--- config.mk ---
export PLATFORM = sky130hd
export DESIGN_NAME = ipq_cell
export DESIGN_NICKNAME = d
export VERILOG_FILES = /design/src/rtl/core/ipq_pkg.sv /design/src/rtl/core/ipq_cell.sv
export SDC_FILE = /design/constraint.sdc
export NUM_CORES = 1
export LEC_CHECK = 0
export BUFFER_PORTS_ARGS = -buffer_cell sky130_fd_sc_hd__buf_4
export CAP_MARGIN = 20
export CORE_UTILIZATION = 41
export DETAILED_ROUTE_END_ITERATION = 8
export GPL_TIMING_DRIVEN = 0
export PLACE_DENSITY = 0.75
export SLEW_MARGIN = 20
export SYNTH_ARGS = -nofsm -noshare
export SYNTH_HDL_FRONTEND = slang
export SYNTH_SLANG_ARGS = --single-unit
--- constraint.sdc ---
create_clock -name clk -period 3.8 [get_ports clk]
set_clock_uncertainty 0.15 [all_clocks]
set_input_delay 0.19 -clock clk [delete_from_list [all_inputs] [get_ports clk]]
set_output_delay 0.19 -clock clk [all_outputs]
set_load 0.02 [all_outputs]
--- src/rtl/core/ipq_pkg.sv ---
// ipq_pkg: shared constants, op codes and cell command types of the indexed priority queue
// no dependencies; used by the interfaces, ipq_cell, ipq_ctrl and indexed_priority_queue_top
package ipq_pkg;

	localparam int CAPACITY = 64;
	localparam int POS_W    = $clog2(CAPACITY);
	localparam int CNT_W    = $clog2(CAPACITY + 1);
	localparam int ID_SPACE = 64;
	localparam int ID_W     = $clog2(ID_SPACE);
	localparam int KEY_W    = 32;
	localparam int OP_W     = 3;
	localparam int LIMIT_W  = 7;
	localparam logic [LIMIT_W-1:0] LIMIT_RESET = LIMIT_W'(64);

	typedef enum logic [OP_W-1:0] {
		OP_INSERT     = 3'd0,
		OP_INCREASE   = 3'd1,
		OP_DECREASE   = 3'd2,
		OP_REMOVE_MAX = 3'd3,
		OP_QUERY      = 3'd4
	} op_t;

	typedef enum logic [1:0] {
		CELL_HOLD,
		CELL_INSERT,
		CELL_REMOVE
	} cell_op_t;

	typedef struct packed {
		logic [ID_W-1:0]         id;
		logic signed [KEY_W-1:0] key;
	} cell_data_t;

	typedef struct packed {
		cell_op_t                op;
		logic [POS_W-1:0]        pos;
		logic [ID_W-1:0]         id;
		logic signed [KEY_W-1:0] key;
		logic [CNT_W-1:0]        count;
	} cell_cmd_t;

	typedef struct packed {
		logic [POS_W-1:0]        pos;
		logic signed [KEY_W-1:0] key;
		logic [ID_W-1:0]         head_id;
		logic signed [KEY_W-1:0] head_key;
	} loc_t;

endpackage

--- src/rtl/core/ipq_cell.sv ---
// ipq_cell: one slot of the sorted list; holds id and key, shifts with its neighbors
// depends on ipq_pkg
module ipq_cell (
	input  logic                  clk,
	input  logic [ipq_pkg::POS_W-1:0] index,
	input  ipq_pkg::cell_cmd_t    cmd,
	input  ipq_pkg::cell_data_t   prev_data,
	input  logic                  prev_ge,
	input  ipq_pkg::cell_data_t   next_data,
	output ipq_pkg::cell_data_t   data,
	output logic                  ge,
	output logic                  match
);
	import ipq_pkg::*;

	cell_data_t data_q;
	cell_data_t new_data;
	logic       occupied;

	assign occupied = CNT_W'(index) < cmd.count;
	assign ge       = occupied && (data_q.key >= cmd.key);
	assign match    = occupied && (data_q.id == cmd.id);
	assign data     = data_q;

	always_comb begin
		new_data.id  = cmd.id;
		new_data.key = cmd.key;
	end

	always_ff @(posedge clk) begin
		unique case (cmd.op)
			CELL_HOLD: begin
			end
			CELL_INSERT: begin
				if (!ge) begin
					data_q <= prev_ge ? new_data : prev_data;
				end
			end
			CELL_REMOVE: begin
				if (index >= cmd.pos) begin
					data_q <= next_data;
				end
			end
			default: begin
			end
		endcase
	end

endmodule

* Word level (Yosys, flattened, before mapping)
Cells that the tools add are included.
Storage, ports and cells: register bits after elaboration 38
Operators by class: eq/ne operators 5, reductions and logical operators 4, magnitude comparators 3, mux-type cells 4
Operators by type and width (number):
- 38-bit 2-to-1 mux | 3
- 38-bit case mux with 2 select lines | 1
- 32-bit >= comparator | 1
- 6-bit by 7-bit less-than comparator with 1-bit output | 1
- 6-bit == test | 1
- 6-bit >= comparator | 1
- 2-bit != test, second input constant | 2
- 3-bit AND reduction | 1
- 2-bit by 1-bit == test with 1-bit output, second input constant | 1
- 2-bit == test, second input constant | 1
- 1-bit logical AND | 2
- 2-bit nonzero test | 1

* Logic depth before layout (Yosys ltp)
depth after elaboration 4, depth in mapped cells 8, gate-level depth less buffers 8

* Worst setup path after synthesis
No wires, ideal clock.
path kind register to register, start point reg data_q (netlist bit data[31]), end point reg data_q (netlist bit data[0]), enable pin, required time 3.203 ns, arrival time 3.639 ns, slack -0.436 ns, stages on the path, launching flop included 8, buffers on the path 0, setup time 0.447 ns, cell sequence edfxtp_1 -> ha_1 -> nand4_1 -> nor3_1 -> a211o_1 -> o32ai_1 -> nand4_1 -> o2111ai_1
Between the ends: word-level cells in the longest chain between the ends 4
Ends and longest elaborated chain:
- start: declaration | RTL line ipq_cell.sv:16 | cell_data_t data_q;
- start signal: assignment | RTL line ipq_cell.sv:36 | data_q <= prev_ge ? new_data : prev_data;
- start signal: assignment | RTL line ipq_cell.sv:41 | data_q <= next_data;
- 32-bit >= comparator | RTL line ipq_cell.sv:21 | assign ge = occupied && (data_q.key >= cmd.key);
- 1-bit logical AND | RTL line ipq_cell.sv:21
- 2-bit != test (no line)
- 3-bit AND reduction (no line)
No other way between the ends. A chain may end at the register's enable or synchronous reset.

* Final worst setup path
start point reg data_q (netlist bit data[31]), end point reg data_q (netlist bit data[16]), enable pin
Same word-level chain as after synthesis.

==> impl_metrics.ini <==
[timing]
report.final.slew_viol_count = 0
slew_headroom = 0.5006
fin_ws_ps = 499.5
setup_viol = 0
rsz0062_at_grt = false
whs_ps = 20.88
layout_worst_path_cycle_share = 0.8686
fmax_mhz = 303.0
fin_crit_ps = 3301
final-hold-violation-count = 0
max_slew.worst_pin.slew_ps = 748.8

[critical_path]
crit_arrival_ps = 3150
crit_required_ps = 3650
path_common_cell = nand4_1
end_kind = flip-flop
critPathLaunchType = flip-flop
crit_slowest_cell = o2111ai_4
path_cells = ha_1, nand4_1, nor3_1, a211o_1, o32ai_1, nand4_1, o2111ai_4, buf_16
crit_fanout = 21
cp.buffers_inverters = 1
worstSetupPathType = flip-flop to flip-flop
cp_slowest_stage_delay_ps = 690
cp_top_family = compound AO/OA/AOI/OAI gates

[outcome]
status = complete, no violations

[power_and_ir_drop]
peakVddDrop_uv = 243.7
p_total_w = 0.001430
power.density_nw_per_um2 = 300.5
p_leak_nw = 2.362

[clocking]
hold_buffers = 0
clkLatencyLatePin_ps = 290
cts_resized = 0
clockBufferDepth = 2
cts_num_sinks = 38
postCtsSetupBuffers = 0
clkSlewWorstSetupHoldPaths_ps = 80
h-tree-depth = 2
clockRootBuffer = clkbuf_8
tritoncts = yes
cts_made_buffers = 5

[finish]
largest_reg_flops = 38
stdcell_count = 618
layout.nets = 698
final_cell_mix = 175 x buf_4, 45 x inv_1, 44 x nand2_1, 43 x ha_1, 40 x o21ai_0
layout-drive-gt1-share = 0.3699
multi_input_area_um2 = 1798
regArea_um2 = 1141
insertedDiodeCount = 0
syn_to_final_growth_pct = 51.37
final_common_cell = buf_4
finalInstanceArea_um2 = 4760
nFillCells = 667

[global_route]
grt_pass1_wl_um = 13460
grt_overflow = 0
grt_pass1_vias = 3042
grt_max_degree = 22
antenna_found_initial = 0
track_usage = 0.2198

[yosys]
ys_top_cells_by_area = edfxtp_1 36%, ha_1 17%, mux2i_1 12%
syn_area_um2 = 3144
syn_area_per_cell_um2 = 9.386
ys_ff_latch = 38
yosys_warnings = 0
ys_types = 38
syn-num-nets = 515
yosys.area.top_type = edfxtp_1
synth_top_area_share = 0.3629
ys_seq_area_frac = 0.3629
synth_cells = 335

[routing]
drt_iter0_markers = 69
wl_um = 8732
num_vias = 3092
drc_errors = 0
avgRoutedWirePerCell_um = 14.13
drtAntennaViolNets = 0
first_pass_iters = 4
viasPerCell = 5.003

[die]
start_util = 0.4289
rows = 31
coreArea_um2 = 7331
ios = 177
fp.dieW_um = 89.57
die_area_um2 = 8023
die_y_um = 89.57

[place]
portBuffers = 175
place_ws_ps = 502.0
gp_congestion = 0.7293
dp_cells = 610
hpwl_um = 7211
place_area_um2 = 4627

[min_path]
holdCritPathClass = primary input to flip-flop

[flow_run]
maxCapViolCount = 0
-- synthesized netlist by cell type --
library cell and number:
a2111oi_1 1, a211o_1 1, a211oi_1 2, a211oi_2 1, a21boi_0 1, a21o_1 5, a21oi_1 14, and2b_2 1
and3_1 1, buf_2 4, clkbuf_1 9, edfxtp_1 38, ha_1 43, inv_1 45, mux2i_1 38, nand2_1 44
nand2b_1 3, nand3_1 2, nand4_1 10, nand4bb_1 1, nor2_1 3, nor2b_1 4, nor3_1 3, nor4_1 2
nor4_2 1, o2111ai_1 2, o211ai_1 1, o21a_1 2, o21ai_0 40, o21ai_1 1, o21bai_1 1, o22ai_1 1
o32ai_1 1, o41ai_1 1, or2_1 1, or2_2 1, xnor2_1 4, xor2_1 2
-- path summary, 6_finish.rpt --
kind            startpoint  endpoint  slack (ps)  cells after the start
max reg2reg       data[31]  data[16]         500                      8
min reg2reg       data[15]  data[22]        1350                      4
max               data[31]  data[16]         500                      8
min          next_data[20]  data[20]          20                      3
-- metal layers --
metal  vias up  wire length (um)  track usage
met2       100              4689       0.4167
met1      1418              3518       0.2506
li1       1565                 -            -
met3         9               434      0.04113
met5         -                 0            0
met4         0                91      0.06061
-- worst reg2reg max path, stage by stage (launching register included) --
cell and delay [ps]:
edfxtp_1 400, ha_1 350, nand4_1 210, nor3_1 90, a211o_1 300, o32ai_1 320
nand4_1 250, o2111ai_4 690, buf_16 250
-- cells by family after synthesis --
logic type / Yosys count / share of synthesized area
and+or+nand+nor: 77 / 0.1182
xor gates and xnor gates: 6 / 0.01671
muxes: 38 / 0.1210
buffers and inverters: 58 / 0.07083
DFF: 38 / 0.3629
AOI/OAI and AO/OA: 75 / 0.1393
adders and majority gates: 43 / 0.1711
-- where the power goes --
group	total [W]	switching (W)	internal, W
clock	0.000412	0.000152	0.000260
sequential	0.000540	0.0000221	0.000518
combinational	0.000478	0.000235	0.000243
total	0.00143	0.000409	0.00102
-- per-stage QoR --
step	utilization	TNS (ps)
floorplan	-	0
global placement	0.6259	-10440
detailed placement	0.6312	0
CTS	0.6493	0
global route	0.6493	0
finish	0.6493	0
-- final cells by class --
cell class | instances | share of cell area
clock inverters | 3 | 0.01341
flip-flops and latches | 38 | 0.2397
plain buffers | 13 | 0.01130
repair buffers | 176 | 0.2818
clock buffers | 5 | 0.01446
multi-input cells | 239 | 0.3778
inverters | 45 | 0.03549
well taps | 99 | 0.02603
Power figures use the tool's default switching activity.
