--- src/rtl/core/ipq_pkg.sv ---
// ipq_pkg: shared constants, op codes and cell command types of the indexed priority queue
// no dependencies; used by the interfaces, ipq_cell, ipq_ctrl and indexed_priority_queue_top
package ipq_pkg;

	localparam int CAPACITY = 64;
	localparam int POS_W    = $clog2(CAPACITY);
	localparam int CNT_W    = $clog2(CAPACITY + 1);
	localparam int ID_SPACE = 64;
	localparam int ID_W     = $clog2(ID_SPACE);
	localparam int KEY_W    = 32;
	localparam int OP_W     = 3;
	localparam int LIMIT_W  = 7;
	localparam logic [LIMIT_W-1:0] LIMIT_RESET = LIMIT_W'(64);

	typedef enum logic [OP_W-1:0] {
		OP_INSERT     = 3'd0,
		OP_INCREASE   = 3'd1,
		OP_DECREASE   = 3'd2,
		OP_REMOVE_MAX = 3'd3,
		OP_QUERY      = 3'd4
	} op_t;

	typedef enum logic [1:0] {
		CELL_HOLD,
		CELL_INSERT,
		CELL_REMOVE
	} cell_op_t;

	typedef struct packed {
		logic [ID_W-1:0]         id;
		logic signed [KEY_W-1:0] key;
	} cell_data_t;

	typedef struct packed {
		cell_op_t                op;
		logic [POS_W-1:0]        pos;
		logic [ID_W-1:0]         id;
		logic signed [KEY_W-1:0] key;
		logic [CNT_W-1:0]        count;
	} cell_cmd_t;

	typedef struct packed {
		logic [POS_W-1:0]        pos;
		logic signed [KEY_W-1:0] key;
		logic [ID_W-1:0]         head_id;
		logic signed [KEY_W-1:0] head_key;
	} loc_t;

endpackage

--- src/rtl/core/ipq_req_if.sv ---
// ipq_req_if: request channel (valid/ready plus operation payload)
// depends on ipq_pkg
interface ipq_req_if;
	logic                            valid;
	logic                            ready;
	logic [ipq_pkg::OP_W-1:0]        op;
	logic [ipq_pkg::ID_W-1:0]        entry_id;
	logic signed [ipq_pkg::KEY_W-1:0] priority_req;

	modport source (output valid, output op, output entry_id, output priority_req, input ready);
	modport sink (input valid, input op, input entry_id, input priority_req, output ready);
endinterface

--- src/rtl/core/ipq_rsp_if.sv ---
// ipq_rsp_if: result channel (valid/ready plus result payload)
// depends on ipq_pkg
interface ipq_rsp_if;
	logic                             valid;
	logic                             ready;
	logic                             ok;
	logic [ipq_pkg::ID_W-1:0]         out_id;
	logic signed [ipq_pkg::KEY_W-1:0] out_priority;
	logic [ipq_pkg::CNT_W-1:0]        count;

	modport source (output valid, output ok, output out_id, output out_priority, output count,
		input ready);
	modport sink (input valid, input ok, input out_id, input out_priority, input count,
		output ready);
endinterface

--- src/rtl/core/ipq_ctrl.sv ---
// ipq_ctrl: operation sequencer, id map, entry count, limit register and result register
// depends on ipq_pkg, ipq_req_if, ipq_rsp_if
module ipq_ctrl (
	input  logic                        clk,
	input  logic                        arst_n,
	input  logic                        cfg_we,
	input  logic [ipq_pkg::LIMIT_W-1:0] cfg_wdata,
	ipq_req_if.sink                     req,
	ipq_rsp_if.source                   rsp,
	input  ipq_pkg::loc_t               loc,
	output ipq_pkg::cell_cmd_t          cmd
);
	import ipq_pkg::*;

	typedef enum logic [1:0] {
		ST_IDLE,
		ST_DECIDE,
		ST_CHANGE,
		ST_REINSERT
	} state_t;

	state_t                  state_q;
	logic [OP_W-1:0]         op_q;
	logic [ID_W-1:0]         id_q;
	logic signed [KEY_W-1:0] key_q;
	logic                    valid_q;
	logic                    here_q;
	logic [CNT_W-1:0]        count_q;
	logic [ID_SPACE-1:0]     present_q;
	logic [LIMIT_W-1:0]      limit_q;
	logic [POS_W-1:0]        pos_q;
	logic signed [KEY_W-1:0] old_key_q;
	logic                    out_valid_q;
	logic                    ok_q;
	logic [ID_W-1:0]         oid_q;
	logic signed [KEY_W-1:0] opri_q;
	logic [CNT_W-1:0]        ocount_q;

	logic accept;
	logic id_valid;
	logic ins_ok;
	logic better;
	logic empty;

	assign req.ready = (state_q == ST_IDLE) && (!out_valid_q || rsp.ready);
	assign accept    = req.valid && req.ready;
	assign id_valid  = LIMIT_W'(req.entry_id) < limit_q;
	assign ins_ok    = valid_q && !here_q && (count_q != CNT_W'(CAPACITY));
	assign empty     = (count_q == '0);
	assign better    = (op_q == OP_INCREASE) ? (key_q > old_key_q) : (key_q < old_key_q);

	assign rsp.valid        = out_valid_q;
	assign rsp.ok           = ok_q;
	assign rsp.out_id       = oid_q;
	assign rsp.out_priority = opri_q;
	assign rsp.count        = ocount_q;

	always_comb begin
		cmd.op    = CELL_HOLD;
		cmd.pos   = pos_q;
		cmd.id    = id_q;
		cmd.key   = key_q;
		cmd.count = count_q;
		unique case (state_q)
			ST_IDLE: begin
			end
			ST_DECIDE: begin
				if (op_q == OP_INSERT && ins_ok) begin
					cmd.op = CELL_INSERT;
				end else if (op_q == OP_REMOVE_MAX && !empty) begin
					cmd.op  = CELL_REMOVE;
					cmd.pos = '0;
				end
			end
			ST_CHANGE: begin
				if (better) begin
					cmd.op = CELL_REMOVE;
				end
			end
			ST_REINSERT: begin
				cmd.op = CELL_INSERT;
			end
			default: begin
			end
		endcase
	end

	always_ff @(posedge clk or negedge arst_n) begin
		if (!arst_n) begin
			state_q     <= ST_IDLE;
			count_q     <= '0;
			present_q   <= '0;
			limit_q     <= LIMIT_RESET;
			out_valid_q <= 1'b0;
		end else begin
			if (cfg_we) begin
				limit_q <= cfg_wdata;
			end
			if (rsp.valid && rsp.ready) begin
				out_valid_q <= 1'b0;
			end
			unique case (state_q)
				ST_IDLE: begin
					if (accept) begin
						op_q    <= req.op;
						id_q    <= req.entry_id;
						key_q   <= req.priority_req;
						valid_q <= id_valid;
						here_q  <= id_valid && present_q[req.entry_id];
						state_q <= ST_DECIDE;
					end
				end
				ST_DECIDE: begin
					state_q     <= ST_IDLE;
					out_valid_q <= 1'b1;
					ok_q        <= 1'b0;
					oid_q       <= id_q;
					opri_q      <= '0;
					ocount_q    <= count_q;
					unique case (op_q)
						OP_INSERT: begin
							if (ins_ok) begin
								count_q         <= count_q + 1'b1;
								present_q[id_q] <= 1'b1;
								ok_q            <= 1'b1;
								ocount_q        <= count_q + 1'b1;
							end
						end
						OP_INCREASE, OP_DECREASE: begin
							if (here_q) begin
								pos_q       <= loc.pos;
								old_key_q   <= loc.key;
								out_valid_q <= 1'b0;
								state_q     <= ST_CHANGE;
							end
						end
						OP_REMOVE_MAX: begin
							oid_q <= '0;
							if (!empty) begin
								count_q                <= count_q - 1'b1;
								present_q[loc.head_id] <= 1'b0;
								ok_q                   <= 1'b1;
								oid_q                  <= loc.head_id;
								opri_q                 <= loc.head_key;
								ocount_q               <= count_q - 1'b1;
							end
						end
						OP_QUERY: begin
							if (here_q) begin
								ok_q   <= 1'b1;
								opri_q <= loc.key;
							end
						end
						default: begin
						end
					endcase
				end
				ST_CHANGE: begin
					if (better) begin
						count_q <= count_q - 1'b1;
						state_q <= ST_REINSERT;
					end else begin
						out_valid_q <= 1'b1;
						ok_q        <= 1'b0;
						oid_q       <= id_q;
						opri_q      <= '0;
						ocount_q    <= count_q;
						state_q     <= ST_IDLE;
					end
				end
				ST_REINSERT: begin
					count_q     <= count_q + 1'b1;
					out_valid_q <= 1'b1;
					ok_q        <= 1'b1;
					oid_q       <= id_q;
					opri_q      <= '0;
					ocount_q    <= count_q + 1'b1;
					state_q     <= ST_IDLE;
				end
				default: begin
					state_q <= ST_IDLE;
				end
			endcase
		end
	end

endmodule

--- src/flat_wrapper.sv ---
// flat-port wrapper written by rule: the top's interface ports become plain ports
module ipq_ctrl_flat import ipq_pkg::*;
  (clk, arst_n, cfg_we, cfg_wdata, loc, cmd, req_valid, req_op, req_entry_id, req_priority_req, req_ready, rsp_valid, rsp_ok, rsp_out_id, rsp_out_priority, rsp_count, rsp_ready);
  ipq_req_if req_i ();
  ipq_rsp_if rsp_i ();
  input  logic clk;
  input  logic arst_n;
  input  logic cfg_we;
  input  logic [ipq_pkg::LIMIT_W-1:0] cfg_wdata;
  input  ipq_pkg::loc_t loc;
  output ipq_pkg::cell_cmd_t cmd;
  input wire logic [$bits(req_i.valid)-1:0] req_valid;
  input wire logic [$bits(req_i.op)-1:0] req_op;
  input wire logic [$bits(req_i.entry_id)-1:0] req_entry_id;
  input wire logic [$bits(req_i.priority_req)-1:0] req_priority_req;
  output wire logic [$bits(req_i.ready)-1:0] req_ready;
  output wire logic [$bits(rsp_i.valid)-1:0] rsp_valid;
  output wire logic [$bits(rsp_i.ok)-1:0] rsp_ok;
  output wire logic [$bits(rsp_i.out_id)-1:0] rsp_out_id;
  output wire logic [$bits(rsp_i.out_priority)-1:0] rsp_out_priority;
  output wire logic [$bits(rsp_i.count)-1:0] rsp_count;
  input wire logic [$bits(rsp_i.ready)-1:0] rsp_ready;
  assign req_i.valid = req_valid;
  assign req_i.op = req_op;
  assign req_i.entry_id = req_entry_id;
  assign req_i.priority_req = req_priority_req;
  assign req_ready = req_i.ready;
  assign rsp_valid = rsp_i.valid;
  assign rsp_ok = rsp_i.ok;
  assign rsp_out_id = rsp_i.out_id;
  assign rsp_out_priority = rsp_i.out_priority;
  assign rsp_count = rsp_i.count;
  assign rsp_i.ready = rsp_ready;
  ipq_ctrl u_core (.clk(clk), .arst_n(arst_n), .cfg_we(cfg_we), .cfg_wdata(cfg_wdata), .req(req_i), .rsp(rsp_i), .loc(loc), .cmd(cmd));
endmodule
--- config.mk ---
export PLATFORM = sky130hd
export DESIGN_NAME = ipq_ctrl_flat
export DESIGN_NICKNAME = d
export VERILOG_FILES = /design/src/rtl/core/ipq_pkg.sv /design/src/rtl/core/ipq_req_if.sv /design/src/rtl/core/ipq_rsp_if.sv /design/src/rtl/core/ipq_ctrl.sv /design/src/flat_wrapper.sv
export SDC_FILE = /design/constraint.sdc
export NUM_CORES = 1
export LEC_CHECK = 0
export BUFFER_PORTS_ARGS = -buffer_cell sky130_fd_sc_hd__buf_2
export CAP_MARGIN = 20
export CORE_ASPECT_RATIO = 0.7
export CORE_UTILIZATION = 50
export CTS_BUF_LIST = sky130_fd_sc_hd__clkbuf_8
export DETAILED_ROUTE_END_ITERATION = 8
export PLACE_DENSITY = 0.75
export SYNTH_ARGS = -nofsm -noshare
export SYNTH_HDL_FRONTEND = slang
export SYNTH_SLANG_ARGS = --single-unit
export TNS_END_PERCENT = 30
--- constraint.sdc ---
create_clock -name clk -period 4.6 [get_ports clk]
set_input_delay 0.23 -clock clk [delete_from_list [all_inputs] [get_ports clk]]
set_output_delay 0.23 -clock clk [all_outputs]
set_load 0.03 [all_outputs]
* Word-level counts from Yosys, hierarchy flattened
Index checks and enable logic that the tools add are counted.
** Word-level totals
- Output and inout port bits :: 101
- Flip-flop bits (word level) :: 208
- Word-level logic and storage cells :: 115
- Input bits :: 129
** Operators by class
- Order comparisons :: 8
- Muxes and demuxes :: 48
- $add $sub $neg :: 2
- Reduce and logical (&&, ||, !) cells :: 25
- Equality and inequality tests :: 13
- Bitwise gates (word level) :: 3
** Operators by type and width (number)
- $mux W64 :: 2
- $pmux W64 S2 :: 1
- $mux W32 :: 3
- $pmux W32 S3 :: 1
- $and A64 B64 Y64 :: 1
- $not A64 Y64 :: 1
- $or A64 B64 Y64 :: 1
- $pmux W32 S2 :: 1
- $pmux W7 S3 :: 2
- $gt A32 B32 Y1 :: 1
- $lt A32 B32 Y1 :: 1
- $mux W6 :: 5
- $mux W7 :: 4
- $lt A6 B7 Y1 const B :: 3
- $pmux W6 S3 :: 1
- $pmux W7 S2 :: 1
- $demux W1 S6 :: 2
- $ge A6 B1 Y1 const B :: 2
- $mux W1 :: 12
- $mux W2 :: 6
- $logic_and A1 B1 Y1 :: 10
- $pmux W1 S3 :: 3
- $mux W8 :: 1
- $pmux W2 S4 :: 1
- other kinds (24) :: 33

* Logic depth before layout (Yosys ltp)
- Word-level depth :: 8
- Mapped depth :: 12
- Gate-level depth less buffers :: 10

* Least setup slack after synthesis
No wires, ideal clock.
- Path kind :: reg2reg
- Start point :: reg u_core.key_q[31]
- End point :: reg u_core.ocount_q[0], in the netlist u_core.rsp.count[0], enable pin
- Period minus slack after synthesis :: 4.021 ns
- Setup time :: 0.408 ns
- Stages on the path, launching flop included :: 11
- Data arrival time :: 3.613 ns
- Required time :: 4.192 ns
- Path slack :: 0.579 ns
- Cells stage by stage :: edfxtp_1 > ha_1 > buf_2 > a21oi_1 > o21ai_1 > a2111oi_0 > o2111ai_1 > o21ai_1 > xor2_1 > mux2i_1 > a22o_1
** Between the ends
- Word-level cells in the longest chain between the ends :: 4
** Ends and longest elaborated chain
- start: declaration :: RTL line ipq_ctrl.sv:25 : logic signed [KEY_W-1:0] key_q;
- start signal: assignment :: RTL line ipq_ctrl.sv:107 : key_q <= req.priority_req;
- $lt A32 B32 Y1 / $gt A32 B32 Y1 (equally long branches) :: RTL line ipq_ctrl.sv:50 : assign better = (op_q == OP_INCREASE) ? (key_q > old_key_q) : (key_q < old_key_q);
- $mux W1 * :: RTL line ipq_ctrl.sv:50
- $ne A2 B2 Y1 (no line) *
- $reduce_and A3 Y1 (no line) *
- end signal: assignment :: RTL line ipq_ctrl.sv:119 : ocount_q <= count_q;
- end signal: assignment :: RTL line ipq_ctrl.sv:126 : ocount_q <= count_q + 1'b1;
- end signal: assignment :: RTL line ipq_ctrl.sv:145 : ocount_q <= count_q - 1'b1;
- end: declaration :: RTL line ipq_ctrl.sv:37 : logic [CNT_W-1:0] ocount_q;
Every way passes the cells marked *; elsewhere a longest branch is shown, timed or not.
A chain may end at the register's enable or synchronous reset.

* Worst setup path in the final report
- Start point :: reg u_core.key_q[31]
- End point :: reg u_core.opri_q[1], in the netlist u_core.rsp.out_priority[1], enable pin
** Between the ends
- Word-level cells in the longest chain between the ends :: 4
** Ends and longest elaborated chain
- $lt A32 B32 Y1 / $gt A32 B32 Y1 (equally long branches) :: RTL line ipq_ctrl.sv:50
- $mux W1 * :: RTL line ipq_ctrl.sv:50
- $ne A2 B2 Y1 (no line) *
- $reduce_and A3 Y1 (no line) *
- end signal: assignment :: RTL line ipq_ctrl.sv:144 : opri_q <= loc.head_key;
- end signal: assignment :: RTL line ipq_ctrl.sv:151 : opri_q <= loc.key;
- end: declaration :: RTL line ipq_ctrl.sv:36 : logic signed [KEY_W-1:0] opri_q;
Marks and branches as above.

==> results.cfg <==
[status]
status = finished clean

[synthesis]
async_reset_ff_frac = 0.3894
syn_nets = 1026
synth_edf_count = 127
avgSynthCellArea_um2 = 11.62
ys_seq_area_frac = 0.5864
ys_types = 63
ys_ff_latch = 208
synthFlopType = edfxtp_1
synth_area_um2 = 9962
netlist_instances = 857
yosysWarnings = 0

[layout]
fillers = 1378
multi_input_area_um2 = 3797
ff_latch_area_um2 = 5842
final_common_cell = buf_2
area_growth_syn_to_layout_pct = 31.94
layout-drive-gt1-share = 0.2526
fin_nets = 1371
fin_util = 0.6853
final_cell_mix = buf_2 (228), edfxtp_1 (127), dlygate4sd3_1 (116)

[sta]
rsz0062_at_grt = no
setup_tns_ns = 0
tightestPinTransition_ns = 0.9034
fmax_mhz = 254.0
fin_crit_sh = 0.8557
fin_skew_ns = 0.02589
slew_headroom = 0.3977
hold_viol = 0
finalWorstSetupSlack_ns = 0.6637
layout_min_cycle_time_ns = 3.936
setup_violations = 0
slew_violations = 0

[setup_path]
cp-end-kind = register
path_class = register to register
cp_data_required_time_ns = 4.88
crit_arrival_ns = 4.21
worstPathMaxFanout = 26
cp-start-kind = register

[placed_design]
place_hpwl_mm = 19.47
globalplace.congestion = 0.8894
portBuffers = 229
pre_cts_ws_ns = 0.7197

[detailed_routing]
dr_total_vias = 8679
vias_per_cell = 5.813
wire_per_inst_um = 20.54
postRouteAntennaNets = 0
first_pass_iters = 9
wirelength_mm = 30.67
drt_iter0_markers = 966
drcViolationCount = 0

[run]
maxCapViolations = 0

[floorplan]
initial_core_util = 0.5194
die_h_um = 120.1
die_x_um = 170.7
die_area_um2 = 20500
row_count = 42
boundaryPins = 230
fp.coreArea_um2 = 19180

[global_routing]
grt_pass1_wl_mm = 46.62
grt_pass1_vias = 8559
grt_overflow = 0
grt_max_degree = 70
track_usage = 0.2993
antenna_found_initial = 3

[cts]
clk_pin_slew_ns = 0.07
cts_tree = done
numCtsBuffers = 31
cts_sinks = 208
root_buffer = clkbuf_8
cts_max_path_buffers = 3
htreeDepth = 1
cts_resized = 0
worstSkewPairLatency_ns = 0.59

[worst_hold_path]
hold_class = primary input to register

[power_and_ir_drop]
power_density_nw_per_um2 = 387.5
p_leak_nw = 5.168
ir_worst_vdd_uv = 256.1
finalPower_mw = 5.093
-- critical path, cell delays in order (launching register included) --
cell and delay, ns:
edfxtp_1 0.40, ha_1 0.41, a21oi_1 0.18, o21ai_1 0.11, a2111oi_0 0.52, o2111ai_1 0.20
o21ai_1 0.27, xor2_1 0.21, mux2i_1 0.42, a22o_2 0.62, buf_12 0.28
-- synthesized netlist by cell type (4+ instances only) --
master | count | share of area
edfxtp_1 | 127 | 0.38
o21ai_0 | 115 | 0.058
dfrtp_1 | 80 | 0.20
nor2_1 | 67 | 0.025
nand2_1 | 57 | 0.021
inv_1 | 45 | 0.017
o21ai_1 | 42 | 0.021
ha_1 | 40 | 0.050
a22oi_1 | 33 | 0.025
clkbuf_1 | 27 | 0.010
a21oi_1 | 26 | 0.013
nand3_1 | 21 | 0.011
mux4_2 | 16 | 0.036
nor3_1 | 13 | 0.0065
nand4_1 | 12 | 0.0075
nor2b_1 | 11 | 0.0069
a21o_1 | 8 | 0.0060
and2_1 | 8 | 0.0050
buf_1 | 8 | 0.0030
nand2b_1 | 8 | 0.0050
xor2_1 | 8 | 0.0070
o31ai_1 | 6 | 0.0045
mux4_1 | 5 | 0.013
nand3b_1 | 5 | 0.0038
or3_1 | 5 | 0.0031
xnor2_1 | 5 | 0.0044
a211oi_1 | 4 | 0.0030
buf_2 | 4 | 0.0020
-- per-stage QoR --
step                instances  cell area [um2]  hold WS [ns]
finish                   1493            13140       0.02134
global route             1493            13140       0.02940
CTS                      1490            13120      0.004108
detailed placement       1316            11350        0.1196
global placement         1316            11350        0.1169
floorplan                 857             9962      -0.06559
-- sequential cells by signal (all words and copies together) (netlist names) --
register,cells
u_core.count_q,7
u_core.here_q,1
u_core.id_q,6
u_core.key_q,32
u_core.limit_q,7
u_core.old_key_q,32
u_core.op_q,3
u_core.pos_q,6
u_core.present_q,64
u_core.rsp.count,7
u_core.rsp.ok,1
u_core.rsp.out_id,6
u_core.rsp.out_priority,32
u_core.rsp.valid,1
u_core.state_q,2
u_core.valid_q,1
-- cell families (layout without fill, tap and decap cells) --
kind of cell,count (synthesis),count (layout),synth area share
adders and majority gates,40,40,0.05024
AOI/OAI and AO/OA,259,259,0.1522
buffers and inverters,86,456,0.03479
xor gates and xnor gates,13,13,0.01143
and+or+nand+nor,224,224,0.1090
muxes,27,27,0.05589
DFF,208,208,0.5864
other,0,2,0
-- final timing paths --
path / start / to / slack (ns) / cells after the start
max: u_core.key_q[31] / u_core.rsp.out_priority[1] / 0.66 / 10
max in group asynchronous: arst_n / u_core.present_q[28] / 3.35 / 3
min in group asynchronous: arst_n / u_core.present_q[7] / 0.05 / 2
max reg2reg: u_core.key_q[31] / u_core.rsp.out_priority[1] / 0.66 / 10
min reg2reg: u_core.present_q[49] / u_core.present_q[49] / 0.50 / 2
min: cfg_we / u_core.limit_q[1] / 0.02 / 3
-- what timing repair did --
action	4_1_cts	5_1_grt
hold buffers	116	0
hold endpoints to repair	127	0
setup buffers	0	0
-- metal layers --
metal	GRT usage	wire [um]	vias up
met4	0.1025	858	0
li1	-	-	3891
met5	0	0	-
met1	0.4191	12640	4155
met2	0.4574	13850	554
met3	0.07190	3327	79
-- where the power goes --
group	internal, mW	switching [mW]	total [mW]
sequential	2.17	0.182	2.36
combinational	0.462	0.775	1.24
clock	0.742	0.758	1.50
-- cell type report --
type	count	area share
Sequential cell	208	0.4445
Multi-Input combinational cell	563	0.2889
Timing Repair Buffer	353	0.1822
Clock buffer	34	0.03560
Tap cell	264	0.02513
Inverter	45	0.01285
Clock inverter	24	0.01047
Antenna cell	2	0.0003808
(Power assumes the default switching activity.)
